`config.mk`:
```
export PLATFORM = sky130hd
export DESIGN_NAME = wildcard_star_regex_matcher_top
export DESIGN_NICKNAME = d
export VERILOG_FILES = /design/src/rtl/wcsr_pkg.sv /design/src/rtl/wcsr_cell.sv /design/src/rtl/wcsr_accept.sv /design/src/rtl/wildcard_star_regex_matcher_top.sv
export SDC_FILE = /design/constraint.sdc
export NUM_CORES = 1
export LEC_CHECK = 0
export BUFFER_PORTS_ARGS = -buffer_cell sky130_fd_sc_hd__buf_2
export CAP_MARGIN = 40
export CORE_ASPECT_RATIO = 1.5
export CORE_MARGIN = 3
export CORE_UTILIZATION = 31
export CTS_BUF_LIST = sky130_fd_sc_hd__clkbuf_8
export DETAILED_ROUTE_END_ITERATION = 8
export PLACE_DENSITY = 0.49
export SKIP_CTS_REPAIR_TIMING = 1
export SYNTH_ARGS = -nofsm -noshare
export SYNTH_HDL_FRONTEND = slang
export SYNTH_HIERARCHICAL = 1
export SYNTH_SLANG_ARGS = --single-unit
```
`constraint.sdc`:
```
create_clock -name clk -period 11.72 [get_ports clk]
set_input_delay 1.758 -clock clk [delete_from_list [all_inputs] [get_ports clk]]
set_output_delay 1.758 -clock clk [all_outputs]
set_load 0.005 [all_outputs]
```
`src/rtl/wcsr_pkg.sv`:
```
// ----------------------------------------------------------------------------
// wcsr_pkg: shared types and constants of the star pattern matcher
// Token encoding, register indexes and the control beat sent down the cells.
// ----------------------------------------------------------------------------
package wcsr_pkg;

    localparam int SYM_W           = 5;
    localparam int CFG_DATA_W      = 60;
    localparam int CFG_INDEX_W     = 2;
    localparam int STAR_W          = 24;
    localparam int CNT_W           = 5;
    localparam int TOKENS_PER_WORD = 12;

    localparam logic [SYM_W-1:0] ANY_CODE = 5'd26;

    localparam logic [CFG_INDEX_W-1:0] REG_SYMBOLS_LOW  = 2'd0;
    localparam logic [CFG_INDEX_W-1:0] REG_SYMBOLS_HIGH = 2'd1;
    localparam logic [CFG_INDEX_W-1:0] REG_STAR_MASK    = 2'd2;
    localparam logic [CFG_INDEX_W-1:0] REG_TOKEN_COUNT  = 2'd3;

    localparam logic ACTION_CONSUME = 1'b0;
    localparam logic ACTION_FINISH  = 1'b1;

    // Control broadcast to every cell in a cycle
    typedef struct packed {
        logic             restart;
        logic             consume;
        logic [SYM_W-1:0] letter;
    } cell_ctrl_t;

endpackage

```
`src/rtl/wcsr_cell.sv`:
```
// ----------------------------------------------------------------------------
// wcsr_cell: one pattern position of the matcher chain
// Holds the pre-closure active bit of its position, closes over the starred
// token on its left and hands closure and advance bits to its right neighbor.
// ----------------------------------------------------------------------------
module wcsr_cell
    import wcsr_pkg::*;
#(
    parameter bit HEAD = 1'b0
)
(
    input  logic             clk,
    input  logic             rst_n,
    input  cell_ctrl_t       ctrl,
    input  logic [SYM_W-1:0] symbol,
    input  logic             star,
    input  logic             used,
    input  logic             closure_in,
    input  logic             advance_in,
    output logic             closed,
    output logic             closure_out,
    output logic             advance_out
);

    logic pre_reg;
    logic pre_next;
    logic hit;

    assign closed      = pre_reg | closure_in;
    assign hit         = closed & used & ((symbol == ANY_CODE) || (symbol == ctrl.letter));
    assign closure_out = closed & used & star;
    assign advance_out = hit & ~star;

    always_comb
    begin
        priority if (ctrl.restart)
        begin
            pre_next = HEAD;
        end
        else if (ctrl.consume)
        begin
            // stay on a starred token, or take the bit handed from the left
            pre_next = (hit & star) | advance_in;
        end
        else
        begin
            pre_next = pre_reg;
        end
    end

    always_ff @(posedge clk or negedge rst_n)
    begin
        if (!rst_n)
        begin
            pre_reg <= HEAD;
        end
        else
        begin
            pre_reg <= pre_next;
        end
    end

endmodule

```
`src/rtl/wcsr_accept.sv`:
```
// ----------------------------------------------------------------------------
// wcsr_accept: the position after the last token of the chain
// Holds the pre-closure bit of the final position of a full-length pattern.
// ----------------------------------------------------------------------------
module wcsr_accept
    import wcsr_pkg::*;
(
    input  logic       clk,
    input  logic       rst_n,
    input  cell_ctrl_t ctrl,
    input  logic       closure_in,
    input  logic       advance_in,
    output logic       closed
);

    logic pre_reg;
    logic pre_next;

    assign closed = pre_reg | closure_in;

    always_comb
    begin
        priority if (ctrl.restart)
        begin
            pre_next = 1'b0;
        end
        else if (ctrl.consume)
        begin
            pre_next = advance_in;
        end
        else
        begin
            pre_next = pre_reg;
        end
    end

    always_ff @(posedge clk or negedge rst_n)
    begin
        if (!rst_n)
        begin
            pre_reg <= 1'b0;
        end
        else
        begin
            pre_reg <= pre_next;
        end
    end

endmodule

```
`src/rtl/wildcard_star_regex_matcher_top.sv`:
```
// ----------------------------------------------------------------------------
// wildcard_star_regex_matcher_top: streaming star pattern matcher
// Letters and "any" tokens with optional star, matched by a chain of
// position cells that track the active set of the pattern automaton.
// ----------------------------------------------------------------------------
// Throughput: one input beat per cycle, letters and finishes alike, while in_stall is low.
// Latency: a finish beat's result shows on out_valid the cycle after it is
//   accepted; the closure ripple through the cell chain sets the cycle time.
// Reset: pattern and result-valid registers clear to zero and the chain restarts at position zero;
//   any configuration write restarts the current string the same way.
// ----------------------------------------------------------------------------
module wildcard_star_regex_matcher_top
    import wcsr_pkg::*;
#(
    parameter int MAX_TOKENS = 24
)
(
    input  logic                   clk,
    input  logic                   rst_n,

    // configuration write channel
    input  logic                   cfg_valid,
    output logic                   cfg_ready,
    input  logic [CFG_INDEX_W-1:0] cfg_index,
    input  logic [CFG_DATA_W-1:0]  cfg_data,

    // input beats
    input  logic                   in_valid,
    output logic                   in_stall,
    input  logic                   action,
    input  logic [SYM_W-1:0]       letter,

    // result beats
    output logic                   out_valid,
    input  logic                   out_stall,
    output logic                   matched
);

    localparam int POS_W = $clog2(MAX_TOKENS + 1);

    // Pattern registers
    logic [CFG_DATA_W-1:0] symbols_low_reg;
    logic [CFG_DATA_W-1:0] symbols_high_reg;
    logic [STAR_W-1:0]     star_mask_reg;
    logic [CNT_W-1:0]      token_count_reg;

    logic                  cfg_write;
    logic                  in_accept;
    logic                  finish_accept;
    logic [CNT_W-1:0]      used_count;
    cell_ctrl_t            ctrl;

    // Chain wiring: entry p belongs to position p
    logic [MAX_TOKENS:0]   closed_vec;
    logic [MAX_TOKENS:0]   closure_vec;
    logic [MAX_TOKENS:0]   advance_vec;

    logic                  out_valid_reg;
    logic                  matched_reg;

    // The register port never pushes back
    assign cfg_ready = 1'b1;
    assign cfg_write = cfg_valid;

    // Hold input only while a result waits and the sink stalls
    assign in_stall      = out_valid_reg & out_stall;
    assign in_accept     = in_valid & ~in_stall;
    assign finish_accept = in_accept & (action == ACTION_FINISH);

    // Clamp an oversized token count to the chain length
    assign used_count = (token_count_reg > CNT_W'(MAX_TOKENS)) ?
                        CNT_W'(MAX_TOKENS) : token_count_reg;

    // A register write or a finish both drop the string and reseed position zero
    assign ctrl.restart = cfg_write | finish_accept;
    assign ctrl.consume = in_accept & (action == ACTION_CONSUME);
    assign ctrl.letter  = letter;

    always_ff @(posedge clk or negedge rst_n)
    begin
        if (!rst_n)
        begin
            symbols_low_reg  <= '0;
            symbols_high_reg <= '0;
            star_mask_reg    <= '0;
            token_count_reg  <= '0;
        end
        else if (cfg_write)
        begin
            unique case (cfg_index)
                REG_SYMBOLS_LOW:  symbols_low_reg  <= cfg_data;
                REG_SYMBOLS_HIGH: symbols_high_reg <= cfg_data;
                REG_STAR_MASK:    star_mask_reg    <= cfg_data[STAR_W-1:0];
                REG_TOKEN_COUNT:  token_count_reg  <= cfg_data[CNT_W-1:0];
            endcase
        end
    end

    // Position zero has nothing on its left
    assign closure_vec[0] = 1'b0;
    assign advance_vec[0] = 1'b0;

    genvar gi;
    generate
        for (gi = 0; gi < MAX_TOKENS; gi++)
        begin : g_cell
            logic [SYM_W-1:0] symbol;
            logic             used;

            if (gi < TOKENS_PER_WORD)
            begin : g_low
                assign symbol = symbols_low_reg[SYM_W*gi +: SYM_W];
            end
            else
            begin : g_high
                assign symbol = symbols_high_reg[SYM_W*(gi-TOKENS_PER_WORD) +: SYM_W];
            end

            assign used = (CNT_W'(gi) < used_count);

            wcsr_cell #(
                .HEAD (gi == 0)
            ) u_cell (
                .clk         (clk),
                .rst_n       (rst_n),
                .ctrl        (ctrl),
                .symbol      (symbol),
                .star        (star_mask_reg[gi]),
                .used        (used),
                .closure_in  (closure_vec[gi]),
                .advance_in  (advance_vec[gi]),
                .closed      (closed_vec[gi]),
                .closure_out (closure_vec[gi+1]),
                .advance_out (advance_vec[gi+1])
            );
        end
    endgenerate

    // Final position, reached only by a full-length pattern
    wcsr_accept u_accept (
        .clk        (clk),
        .rst_n      (rst_n),
        .ctrl       (ctrl),
        .closure_in (closure_vec[MAX_TOKENS]),
        .advance_in (advance_vec[MAX_TOKENS]),
        .closed     (closed_vec[MAX_TOKENS])
    );

    // Result register: load on a finish beat, drop once the sink takes it
    always_ff @(posedge clk or negedge rst_n)
    begin
        if (!rst_n)
        begin
            out_valid_reg <= 1'b0;
        end
        else if (finish_accept)
        begin
            out_valid_reg <= 1'b1;
        end
        else if (!out_stall)
        begin
            out_valid_reg <= 1'b0;
        end
    end

    // The accepting position is the one just past the last used token
    always_ff @(posedge clk)
    begin
        if (finish_accept)
        begin
            matched_reg <= closed_vec[used_count[POS_W-1:0]];
        end
    end

    assign out_valid = out_valid_reg;
    assign matched   = matched_reg;

endmodule
```
Word-level counts from Yosys, hierarchy flattened. Index checks and enable logic that the tools add are counted.

Register bits: 176. Input bits: 73. Word-level logic and storage cells: 392.

Order comparisons: 26. Eq/ne operators: 52. Multiplexer cells: 55. Bitwise operators: 198. Reductions and logical operators: 30.

Operators by type and width (number): bitwise AND 1 bit (124); == test 5 bit (24); == test 5 bit, second input constant (24); 2-to-1 mux 1 bit (53); OR 1 bit (48); less-than comparator 4 x 5 -> 1 bit, first input constant (8); less-than comparator 5 bit, first input constant (8); inverter 1 bit (26); logical OR 1 bit (24); less-than comparator 3 x 5 -> 1 bit, first input constant (4); less-than comparator 1 x 5 -> 1 bit, first input constant (2); less-than comparator 2 x 5 -> 1 bit, first input constant (2); AND reduction 2 bit (4); less-than comparator 5 x 6 -> 1 bit, second input constant (1); binary-select mux 1 bit (select 5 bit) (1); greater-than comparator 5 bit, second input constant (1); 2-to-1 mux 5 bit (1); == test 2 bit, second input constant (2); == test 2 x 1 -> 1 bit, second input constant (1); zero test 2 bit (1); != test 2 x 1 -> 1 bit, second input constant (1); nonzero test 2 bit (1).

Depth between registers and ports, before layout. Gate-level depths: netlist (run 1).

Depth after elaboration: 78. Gate-level depth with buffers: 31.

By module. The synthesis (run 1) kept the hierarchy.

Modules (own cells, without submodules): wildcard_star_regex_matcher_top (times used 1, cells each 394, area an instance 6053.3 µm², seq. area each 3783.6 µm²); wcsr_cell (g_cell[10].u_cell ...) (times used 23, cells each 20, area an instance 212.7 µm², seq. area each 25.0 µm²); wcsr_cell (g_cell[0].u_cell) (times used 1, cells each 18, area an instance 156.4 µm², seq. area each 26.3 µm²); wcsr_accept (times used 1, cells each 4, area an instance 45.0 µm², seq. area each 25.0 µm²).

Least setup slack after synthesis (run 1). No wires, ideal clock.

Path kind: register to register. Start point: register token_count_reg[2]. End point: register matched_reg (netlist: matched) (data pin). Arrival: 7916 ps. Required time: 11456 ps. Setup slack: 3540 ps. Cell stages (with the launch flop): 32. Buffers on the path: 1. Cells stage by stage: dfrtp_1 > buf_4 > nor3_1 > nand2_1 > and3_4 > o211a_4 > o211a_4 > o211a_4 > o211a_4 > o211a_4 > o211a_4 > o211a_4 > o211a_4 > o211a_4 > o211a_4 > o211a_4 > o211a_4 > o211a_4 > o211a_4 > o211a_4 > o211a_4 > o211a_4 > o211a_4 > o211a_4 > o211a_4 > o211a_4 > o211a_4 > or2_1 > mux4_1 > nand2_1 > a41o_1 > o22ai_1.

Cells in the longest elaborated chain, start to end: 77. Elaborated cells between the ends (all ways): 100.

Ends and longest elaborated chain: from (decl) (line wildcard_star_regex_matcher_top.sv:45) `logic [CNT_W-1:0] token_count_reg;`; from (signal assigned) (line wildcard_star_regex_matcher_top.sv:94) `REG_TOKEN_COUNT: token_count_reg <= cfg_data[CNT_W-1:0];`; greater-than comparator 5 bit (line wildcard_star_regex_matcher_top.sv:71) `assign used_count = (token_count_reg > CNT_W'(MAX_TOKENS)) ?`; 2-to-1 mux 5 bit * (line wildcard_star_regex_matcher_top.sv:71); less-than comparator 1 x 5 -> 1 bit * (line wildcard_star_regex_matcher_top.sv:119) `assign used = (CNT_W'(gi) < used_count);`; net g_cell[0].used (line wildcard_star_regex_matcher_top.sv:108) `logic used;`; bitwise AND 1 bit * (2 in series) (line wcsr_cell.sv:31) `assign closure_out = closed & used & star;`; net closure_vec[1] (line wildcard_star_regex_matcher_top.sv:55) `logic [MAX_TOKENS:0] closure_vec;`; OR 1 bit * (line wcsr_cell.sv:29) `assign closed = pre_reg | closure_in;`; bitwise AND 1 bit * (2 in series) (line wcsr_cell.sv:31); net closure_vec[2] (line wildcard_star_regex_matcher_top.sv:55); [... 3 more ...]; net closure_vec[3] (line wildcard_star_regex_matcher_top.sv:55); [... 3 more ...]; net closure_vec[4] (line wildcard_star_regex_matcher_top.sv:55); [... 3 more ...]; net closure_vec[5] (line wildcard_star_regex_matcher_top.sv:55); [... 3 more ...]; net closure_vec[6] (line wildcard_star_regex_matcher_top.sv:55); [... 3 more ...]; net closure_vec[7] (line wildcard_star_regex_matcher_top.sv:55); [... 3 more ...]; net closure_vec[8] (line wildcard_star_regex_matcher_top.sv:55); [... 3 more ...]; net closure_vec[9] (line wildcard_star_regex_matcher_top.sv:55); [... 3 more ...]; net closure_vec[10] (line wildcard_star_regex_matcher_top.sv:55); [... 3 more ...]; net closure_vec[11] (line wildcard_star_regex_matcher_top.sv:55); [... 3 more ...]; net closure_vec[12] (line wildcard_star_regex_matcher_top.sv:55); [... 3 more ...]; net closure_vec[13] (line wildcard_star_regex_matcher_top.sv:55); [... 3 more ...]; net closure_vec[14] (line wildcard_star_regex_matcher_top.sv:55); [... 3 more ...]; net closure_vec[15] (line wildcard_star_regex_matcher_top.sv:55); [... 3 more ...]; net closure_vec[16] (line wildcard_star_regex_matcher_top.sv:55); [... 3 more ...]; net closure_vec[17] (line wildcard_star_regex_matcher_top.sv:55); [... 3 more ...]; net closure_vec[18] (line wildcard_star_regex_matcher_top.sv:55); [... 3 more ...]; net closure_vec[19] (line wildcard_star_regex_matcher_top.sv:55); [... 3 more ...]; net closure_vec[20] (line wildcard_star_regex_matcher_top.sv:55); [... 3 more ...]; net closure_vec[21] (line wildcard_star_regex_matcher_top.sv:55); [... 3 more ...]; net closure_vec[22] (line wildcard_star_regex_matcher_top.sv:55); [... 1 more ...]; bitwise AND 1 bit * (2 in series) (line wcsr_cell.sv:31); net closure_vec[23] (line wildcard_star_regex_matcher_top.sv:55); OR 1 bit * (line wcsr_cell.sv:29); net closed_vec[23] (line wildcard_star_regex_matcher_top.sv:54) `logic [MAX_TOKENS:0] closed_vec;`; bitwise AND 1 bit (2 in series) (line wcsr_cell.sv:31); OR 1 bit (line wcsr_accept.sv:19) `assign closed = pre_reg | closure_in;`; binary-select mux 1 bit (select 5 bit) * (line wildcard_star_regex_matcher_top.sv:171) `matched_reg <= closed_vec[used_count[POS_W-1:0]];`; 2-to-1 mux 1 bit (implied by the code) * (line wildcard_star_regex_matcher_top.sv:171); to (signal assigned) (line wildcard_star_regex_matcher_top.sv:171); to (decl) (line wildcard_star_regex_matcher_top.sv:59) `logic matched_reg;`.

The timed path passes the listed nets; every way through them passes the cells marked *. The select of a mux whose other input is x is not followed. A chain may end at the register's enable or synchronous reset.

Final worst setup path (run 1). Same ends and word-level chain as after synthesis.

==> results of run 1 <==
path summary, 6_finish.rpt:
path / endpoint / cells after the start
min: star_mask_reg[0] / 1
max reg2reg: matched / 30
min reg2reg: star_mask_reg[0] / 1
max: matched / 30
max in group asynchronous: g_cell[0].u_cell/pre_reg / 3
min in group asynchronous: symbols_high_reg[11] / 1
critical path: cells and delay by family, from the launching register on:
family / cells / cell delay, ns
AND/OR/NAND/NOR: 5 / 1.10
multiplexers: 1 / 0.48
AO/OA/AOI/OAI: 24 / 6.41
flip-flops: 1 / 0.59
cell usage after synthesis, drive strengths merged (4+ instances only):
library cell | number | area [sq um]
nor3 | 4 | 25.0
nand4b | 47 | 412
nand3b | 5 | 37.5
o211ai | 23 | 288
xnor2 | 117 | 1370
a21oi | 6 | 30.0
o21a | 23 | 173
inv | 6 | 22.5
and4b | 23 | 230
and2b | 23 | 173
mux2 | 150 | 1690
nand3 | 27 | 135
buf | 18 | 101
dfrtp | 174 | 4350
nand4bb | 23 | 259
clkbuf | 5 | 18.8
nor2 | 10 | 37.5
nand2 | 15 | 56.3
mux4 | 5 | 124
o21ai | 31 | 155
mux2i | 24 | 240
or2 | 48 | 303
o211a | 23 | 403
nand4 | 23 | 288
power by group:
part	internal (uW)	leakage (uW)	switching, uW	total (uW)
registers	706	0.00213	124	830
logic	230	0.00291	188	418
clock network	259	0.000233	238	497
layer usage:
| metal | global-route usage, % | wire length [um] | up-vias |
|---|---|---|---|
| li1 | - | - | 3473 |
| met1 | 18.4 | 12200 | 3808 |
| met2 | 31.3 | 17100 | 102 |
| met3 | 2.22 | 590 | 33 |
| met4 | 6.10 | 766 | 0 |
| met5 | 0 | 0 | - |
cell families (layout without fill, tap and decap cells):
group	count (synthesis)	count (layout)	synth area share, %
AND/OR/NAND/NOR	256	256	18.1
multiplexers	179	179	18.4
flip-flops	176	176	39.6
XOR/XNOR	120	120	12.5
AO/OA/AOI/OAI	114	114	10.0
buffers and inverters	29	128	1.28
other	2	4	0.0674
cell type report:
class / count / area [sq um] / area share [%]
multi-input cells: 672 / 6610 / 52.2
flip-flops and latches: 176 / 4410 / 34.9
well taps: 473 / 592 / 4.68
repair buffers: 90 / 554 / 4.38
clock buffers: 18 / 248 / 1.96
clock inverters: 14 / 213 / 1.68
inverters: 6 / 22.5 / 0.178
diodes: 1 / 2.50 / 0.0198
through the flow:
step | total power, uW | hold slack [ns] | util [%] | instance area, sq um
finish | 1750 | 0.534 | 35.8 | 12700
floorplan | 1120 | 0.478 | - | 11200
CTS | 1780 | 0.540 | 35.8 | 12700
global route | 1840 | 0.564 | 35.8 | 12700
global placement | 1260 | 0.513 | 34.3 | 12100
detailed placement | 1270 | 0.518 | 34.5 | 12200
==> metrics.cfg, run 1 <==
[synth]
synthDistinctLibCells = 47
syn_inst = 876
syn_area_per_cell_sq_um = 12.7
synth_flop_cell = dfrtp_1
synth_seq_area_share_pct = 39.6
async_flop_share_pct = 99.4
yosys_warnings = 6
synth_edf_count = 1
netlist_area_sq_um = 11100
ys_ff_latch = 176

[clock_tree]
clk_pin_slew_ns = 0.10
cts_buffers = 17
clock_latency_ns = 0.51
cts_tree = built
clk_path_buf_depth = 2
htreeDepth = 4
cts_root_buffer = clkbuf_8
cts.sinks = 176

[finish]
drive_above_1_share_pct = 40.2
final_cells = 1450
num-fill-cells = 3559
layout_common_cells = dfrtp_1, mux2_2, buf_2
final_common_cell = dfrtp_1
nets = 1036
area_delta_synth_final_pct = 13.5

[drt]
drc = 0
drt_iter0_markers = 192
drtPass1Iterations = 4
avgRoutedWirePerCell_um = 21.1
drt_wl_total_um = 30600
num_vias = 7416
antenna_left = 0
viasPerCell = 5.11

[floorplanning]
die_area_sq_um = 38300
start_util_pct = 31.6
die_w_um = 161
std_cell_rows = 84
coreArea_sq_um = 35300
die_height_um = 238
pin_count = 77

[grt]
grt_pass1_wl_um = 47600
grt_usage_pct = 16.4
grt_max_degree = 55
gr-total-overflow = 0
grt_pass1_vias = 7826
antenna_found_initial = 2

[worst_setup_path]
startpoint = token_count_reg[2]
required_ns = 11.97
crit_top_cell = o211a_4
critPathMaxStageDelay_ns = 0.59
crit_fanout = 19
crit_type = reg2reg
cp_slowest_cell = dfrtp_1
startpoint_type = register
cp-end-kind = register
regToRegSetupSlack_ns = 2.87
r2r-start = token_count_reg[2]
cp_data_arrival_time_ns = 9.10

[power]
ir_worst_vdd_mv = 0.0847
p_per_area_nw_per_um2 = 138
leakagePower_uw = 0.00527

[sta]
skew_ns = 0.0152
worst_slack_ns = 2.87
finalCriticalPeriod_ns = 8.85
fmax_mhz = 113
grt_setup_unrepaired = false
maxSlewViolCount = 0
maxSlewHeadroom_pct = 47.1
hold_viol_final = 0
worst_pin_slew_ns = 0.794
setup_violations = 0
setup_tns_ns = 0
fin_crit_sh_pct = 75.5

[worst_hold_path]
hp-start = star_mask_reg[0]
min_path_type = reg2reg

[placement]
gp_congestion = 0.799
post-place-ws_ns = 2.89
portBuffers = 75
dp_cells = 1417
dp_hpwl_um = 22200

[job]
maxCapViolCount = 0

[run_status]
status = finished, final reports clean

Power figures use the tool's default switching activity.
==> run 2: changes to the inputs <==
Settings changed: ABC_AREA set to 1.
Clock period 11.72 ns to 8.85 ns, I/O delays scaled along.
==> metrics.cfg, run 2 <==
[run_status]
status = finished with violations
violations = negative setup slack

[synth]
yosys_warnings = 6
synth_seq_area_share_pct = 40.6
synthAdderAreaFrac_pct = 0
synth_top_family_by_area = simple AND/OR/NAND/NOR gates
synth_edf_count = 1
synth_area_leader_cell = dfrtp_1
async_flop_share_pct = 99.4
synth-xor-area-share_pct = 1.94
synth_compound_area_share_pct = 11.5
syn_inst = 1602
synth.most_common_cell = nand2_1
synth.top_cells.by_count = nand2_1, inv_1, dfrtp_1, o21ai_0, nor2_1
synth_flop_cell = dfrtp_1
netlist_area_sq_um = 10900
syn_area_per_cell_sq_um = 6.78
synthDistinctLibCells = 33
synth_top_area_share_pct = 40.1
ys_top_cells_by_area = dfrtp_1, nand2_1, inv_1, o21ai_0, nor2_1
ys_ff_latch = 176
synth_mux_area_share_pct = 0
synthSimpleGateAreaFrac_pct = 32.7

[power]
internal-power_uw = 1430
p_per_area_nw_per_um2 = 167
p_clk_share_pct = 26.1
p_sw_share_pct = 34.2
switchingPower_uw = 746
ir_worst_vdd_mv = 0.0944
leakagePower_uw = 0.00721
seqPwrFrac_pct = 47.6
pwr-share-comb_pct = 26.3

[finish]
nets = 1840
multi_input_area_sq_um = 5190
area_delta_synth_final_pct = 20.6
seq_area_sq_um = 4410
fin_util_pct = 38.1
final_common_cell = nand2_1
final_cells = 2244
num-fill-cells = 3639
drive_above_1_share_pct = 20.0
layout_common_cells = nand2_1, inv_1, dfrtp_1

[worst_setup_path]
crit_top_cell = nand2_2
cp_slowest_cell = dfrtp_1
required_ns = 9.09
cp_data_arrival_time_ns = 10.10
startpoint_type = register
crit_fanout = 3
crit_type = reg2reg
cp-end-kind = register
critPathMaxStageDelay_ns = 0.42

[sta]
whs_ns = 0.487
setup_tns_ns = -2.64
hold_viol_final = 0
finalCriticalPeriod_ns = 9.86
maxSlewHeadroom_pct = 43.8
fmax_mhz = 101
worst_slack_ns = -1.01
grt_setup_unrepaired = true
maxSlewViolCount = 0
worst_pin_slew_ns = 0.843
fin_crit_sh_pct = 111
skew_ns = 0.0123
setup_violations = 4

[clock_tree]
clock_latency_ns = 0.49
clk_pin_slew_ns = 0.09
cts_root_buffer = clkbuf_8
cts_buffers = 17
htreeDepth = 4
cts_tree = built
cts.sinks = 176
clk_path_buf_depth = 2

[floorplanning]
die_height_um = 235
die_w_um = 159
coreArea_sq_um = 34400
pin_count = 77
start_util_pct = 31.6
die_area_sq_um = 37400
std_cell_rows = 83

[placement]
dp_hpwl_um = 21900
gp_congestion = 0.871
dp_cells = 2194
post-place-ws_ns = -0.945
portBuffers = 75

[drt]
drc = 0
drt_wl_total_um = 30000
drt_iter0_markers = 447
avgRoutedWirePerCell_um = 13.4
antenna_left = 0
num_vias = 9718
drtPass1Iterations = 5
viasPerCell = 4.33

[grt]
grt_pass1_vias = 9200
gr-total-overflow = 0
grt_usage_pct = 16.3
grt_pass1_wl_um = 48500
grt_max_degree = 91
antenna_found_initial = 1

[job]
maxCapViolCount = 0

[worst_hold_path]
min_path_type = reg2reg

run 2: logic make-up after synthesis:
group,after synthesis
and+or+nand+nor,815
DFF,176
xor gates and xnor gates,24
other,2
buffers and inverters,368
AOI/OAI and AO/OA,217
run 2: layout make-up:
| type | instances | share of cell area [%] |
|---|---|---|
| multi-input cells | 1059 | 39.7 |
| clock buffers | 18 | 1.89 |
| well taps | 467 | 4.46 |
| inverters | 331 | 9.51 |
| diodes | 1 | 0.0191 |
| clock inverters | 10 | 0.956 |
| repair buffers | 182 | 9.80 |
| flip-flops and latches | 176 | 33.7 |
run 2: critical path, delay by kind of cell (launching register included):
kind	cells	cell delay, ns
flip-flops	1	0.42
AND/OR/NAND/NOR	79	8.88
buffers and inverters	4	0.30
AO/OA/AOI/OAI	1	0.04
run 2: per-stage QoR:
step	power [uW]	area, sq um
floorplan	1400	10900
global placement	1600	12400
detailed placement	1620	12500
CTS	2200	12900
global route	2340	13100
finish	2180	13100
run 2: final timing paths:
path / cells past startpoint / start / slack [ns] / endpoint
setup / recovery: 84 / token_count_reg[0] / -1.01 / matched
hold / removal: 2 / u_accept/pre_reg / 0.49 / u_accept/pre_reg
setup reg to reg: 84 / token_count_reg[0] / -1.01 / matched
hold reg to reg: 2 / u_accept/pre_reg / 0.49 / u_accept/pre_reg
max in group asynchronous: 2 / rst_n / 6.76 / symbols_low_reg[14]
min in group asynchronous: 1 / rst_n / 0.84 / symbols_low_reg[36]
run 2: routing by layer:
layer | global-route usage (%) | vias to the layer above | part of all wire [%]
li1 | - | 5152 | -
met1 | 19.3 | 4436 | 43
met3 | 2.61 | 24 | 2.2
met2 | 30.1 | 106 | 52
met5 | 0 | - | 0
met4 | 5.26 | 0 | 2.0
run 2: power by group through the flow:
stage	combinational (uW)	clock [uW]	sequential, uW
after global routing	663	622	1060
after floorplan	375	0	1020
final	573	570	1040
after global placement	551	0	1050
after detailed placement	564	0	1050
after CTS	566	598	1040
==> run 3: changes to the inputs <==
Settings changed: TNS_END_PERCENT set to 5.
==> metrics.cfg, run 3 (synthesized netlist as in run 2, its figures left out) <==
[run_status]
status = finished with violations
violations = negative setup slack

[finish]
area_delta_synth_final_pct = 19.9
layout_common_cells = nand2_1, inv_1, dfrtp_1
num-fill-cells = 3687
nets = 1827
final_common_cell = nand2_1
drive_above_1_share_pct = 19.5

[worst_setup_path]
crit_type = reg2reg
regToRegSetupSlack_ns = -0.94
r2r-start = token_count_reg[4]
crit_top_cell = nand2_2
cp-end-kind = register
cp_slowest_cell = dfrtp_2
required_ns = 9.11
rr_endpoint = matched
crit_fanout = 4
path_buf_inv = 3
startpoint_type = register
reg2reg_depth = 83
critPathMaxStageDelay_ns = 0.44
cp_data_arrival_time_ns = 10.05
path_delay_family = simple AND/OR/NAND/NOR gates

[floorplanning]
die_height_um = 235
die_w_um = 159
std_cell_rows = 83
start_util_pct = 31.6
die_area_sq_um = 37400
coreArea_sq_um = 34400
pin_count = 77

[drt]
drt_iter0_markers = 469
viasPerCell = 4.34
drc = 0
antenna_left = 0
num_vias = 9699
avgRoutedWirePerCell_um = 13.5
drt_wl_total_um = 30100
drtPass1Iterations = 5

[sta]
fin_crit_sh_pct = 111
hold_viol_final = 0
whs_ns = 0.480
finalCriticalPeriod_ns = 9.79
maxSlewHeadroom_pct = 53.2
worst_pin_slew_ns = 0.702
setup_violations = 4
grt_setup_unrepaired = true
maxSlewViolCount = 0
fmax_mhz = 102
skew_ns = 0.0152
worst_slack_ns = -0.935

[clock_tree]
cts.sinks = 176
cts_tree = built
cts_buffers = 17
clk_pin_slew_ns = 0.09
clk_path_buf_depth = 2
cts_root_buffer = clkbuf_8
clock_latency_ns = 0.51
htreeDepth = 4

[worst_hold_path]
hold_depth = 2
min_to = u_accept/pre_reg
min_path_type = reg2reg
hp-start = u_accept/pre_reg

[placement]
dp_hpwl_um = 21900
post-place-ws_ns = -1.03
gp_congestion = 0.852
portBuffers = 75

[grt]
grt_pass1_wl_um = 49400
grt_usage_pct = 16.5
grt_pass1_vias = 9192
gr-total-overflow = 0
grt_max_degree = 71
antenna_found_initial = 1

[power]
ir_worst_vdd_mv = 0.110
leakagePower_uw = 0.00715
p_per_area_nw_per_um2 = 168

[job]
maxCapViolCount = 0

[run 3: cell types whose count changed in the layout (fill, tap and decap cells not counted), sizes merged]
cell	delta
clkinvlp	+2
bufinv	-1
clkinv	+1
clkbuf	+2
buf	-13
[run 3: report_power, final]
| part | leakage, uW | total [uW] | internal (uW) | switching (uW) |
|---|---|---|---|---|
| clock network | 0.000208 | 580 | 269 | 311 |
| logic | 0.00473 | 564 | 235 | 329 |
| registers | 0.00222 | 1040 | 921 | 121 |
[run 3: worst max path at each step]
stage,slack (ns),cells after the start,to,startpoint
floorplan,-0.68,80,matched,token_count_reg[0]
global placement,-0.84,84,matched,token_count_reg[4]
detailed placement,-1.03,84,matched,token_count_reg[4]
CTS,-1.08,84,matched,token_count_reg[4]
global route,-1.81,84,matched,token_count_reg[0]
finish,-0.94,83,matched,token_count_reg[4]
[run 3: area by class of cell]
class | instances | area, sq um | share of cell area (%)
Clock inverter | 12 | 119 | 0.913
Inverter | 331 | 1240 | 9.54
Tap cell | 467 | 584 | 4.49
Timing Repair Buffer | 169 | 1230 | 9.42
Sequential cell | 176 | 4410 | 33.9
Antenna cell | 1 | 2.50 | 0.0192
Clock buffer | 20 | 275 | 2.11
Multi-Input combinational cell | 1059 | 5160 | 39.6
[run 3: routing by layer]
| layer | vias up | GRT usage, % | wire, um |
|---|---|---|---|
| li1 | 5118 | - | - |
| met1 | 4444 | 19.8 | 13200 |
| met2 | 112 | 30.3 | 15600 |
| met3 | 25 | 2.89 | 847 |
| met4 | 0 | 4.67 | 497 |
| met5 | - | 0 | 0 |
[run 3: worst reg2reg max path: cells and delay by family (launching register included)]
kind / cells / cell delay, ns
DFF: 1 / 0.44
AOI/OAI and AO/OA: 1 / 0.06
and+or+nand+nor: 79 / 8.83
buffers and inverters: 3 / 0.24
[run 3: stage by stage]
stage | TNS [ns] | util (%) | cells | area [sq um] | power, uW
after detailed placement | -2.64 | 36.5 | 2193 | 12500 | 1620
after CTS | -2.86 | 37.6 | 2225 | 12900 | 2210
after global routing | -6.41 | 37.9 | 2234 | 13000 | 2350
after global placement | -1.90 | 35.9 | 2184 | 12300 | 1600
final | -2.31 | 37.9 | 2235 | 13000 | 2190
after floorplan | -1.20 | - | 1603 | 10900 | 1400
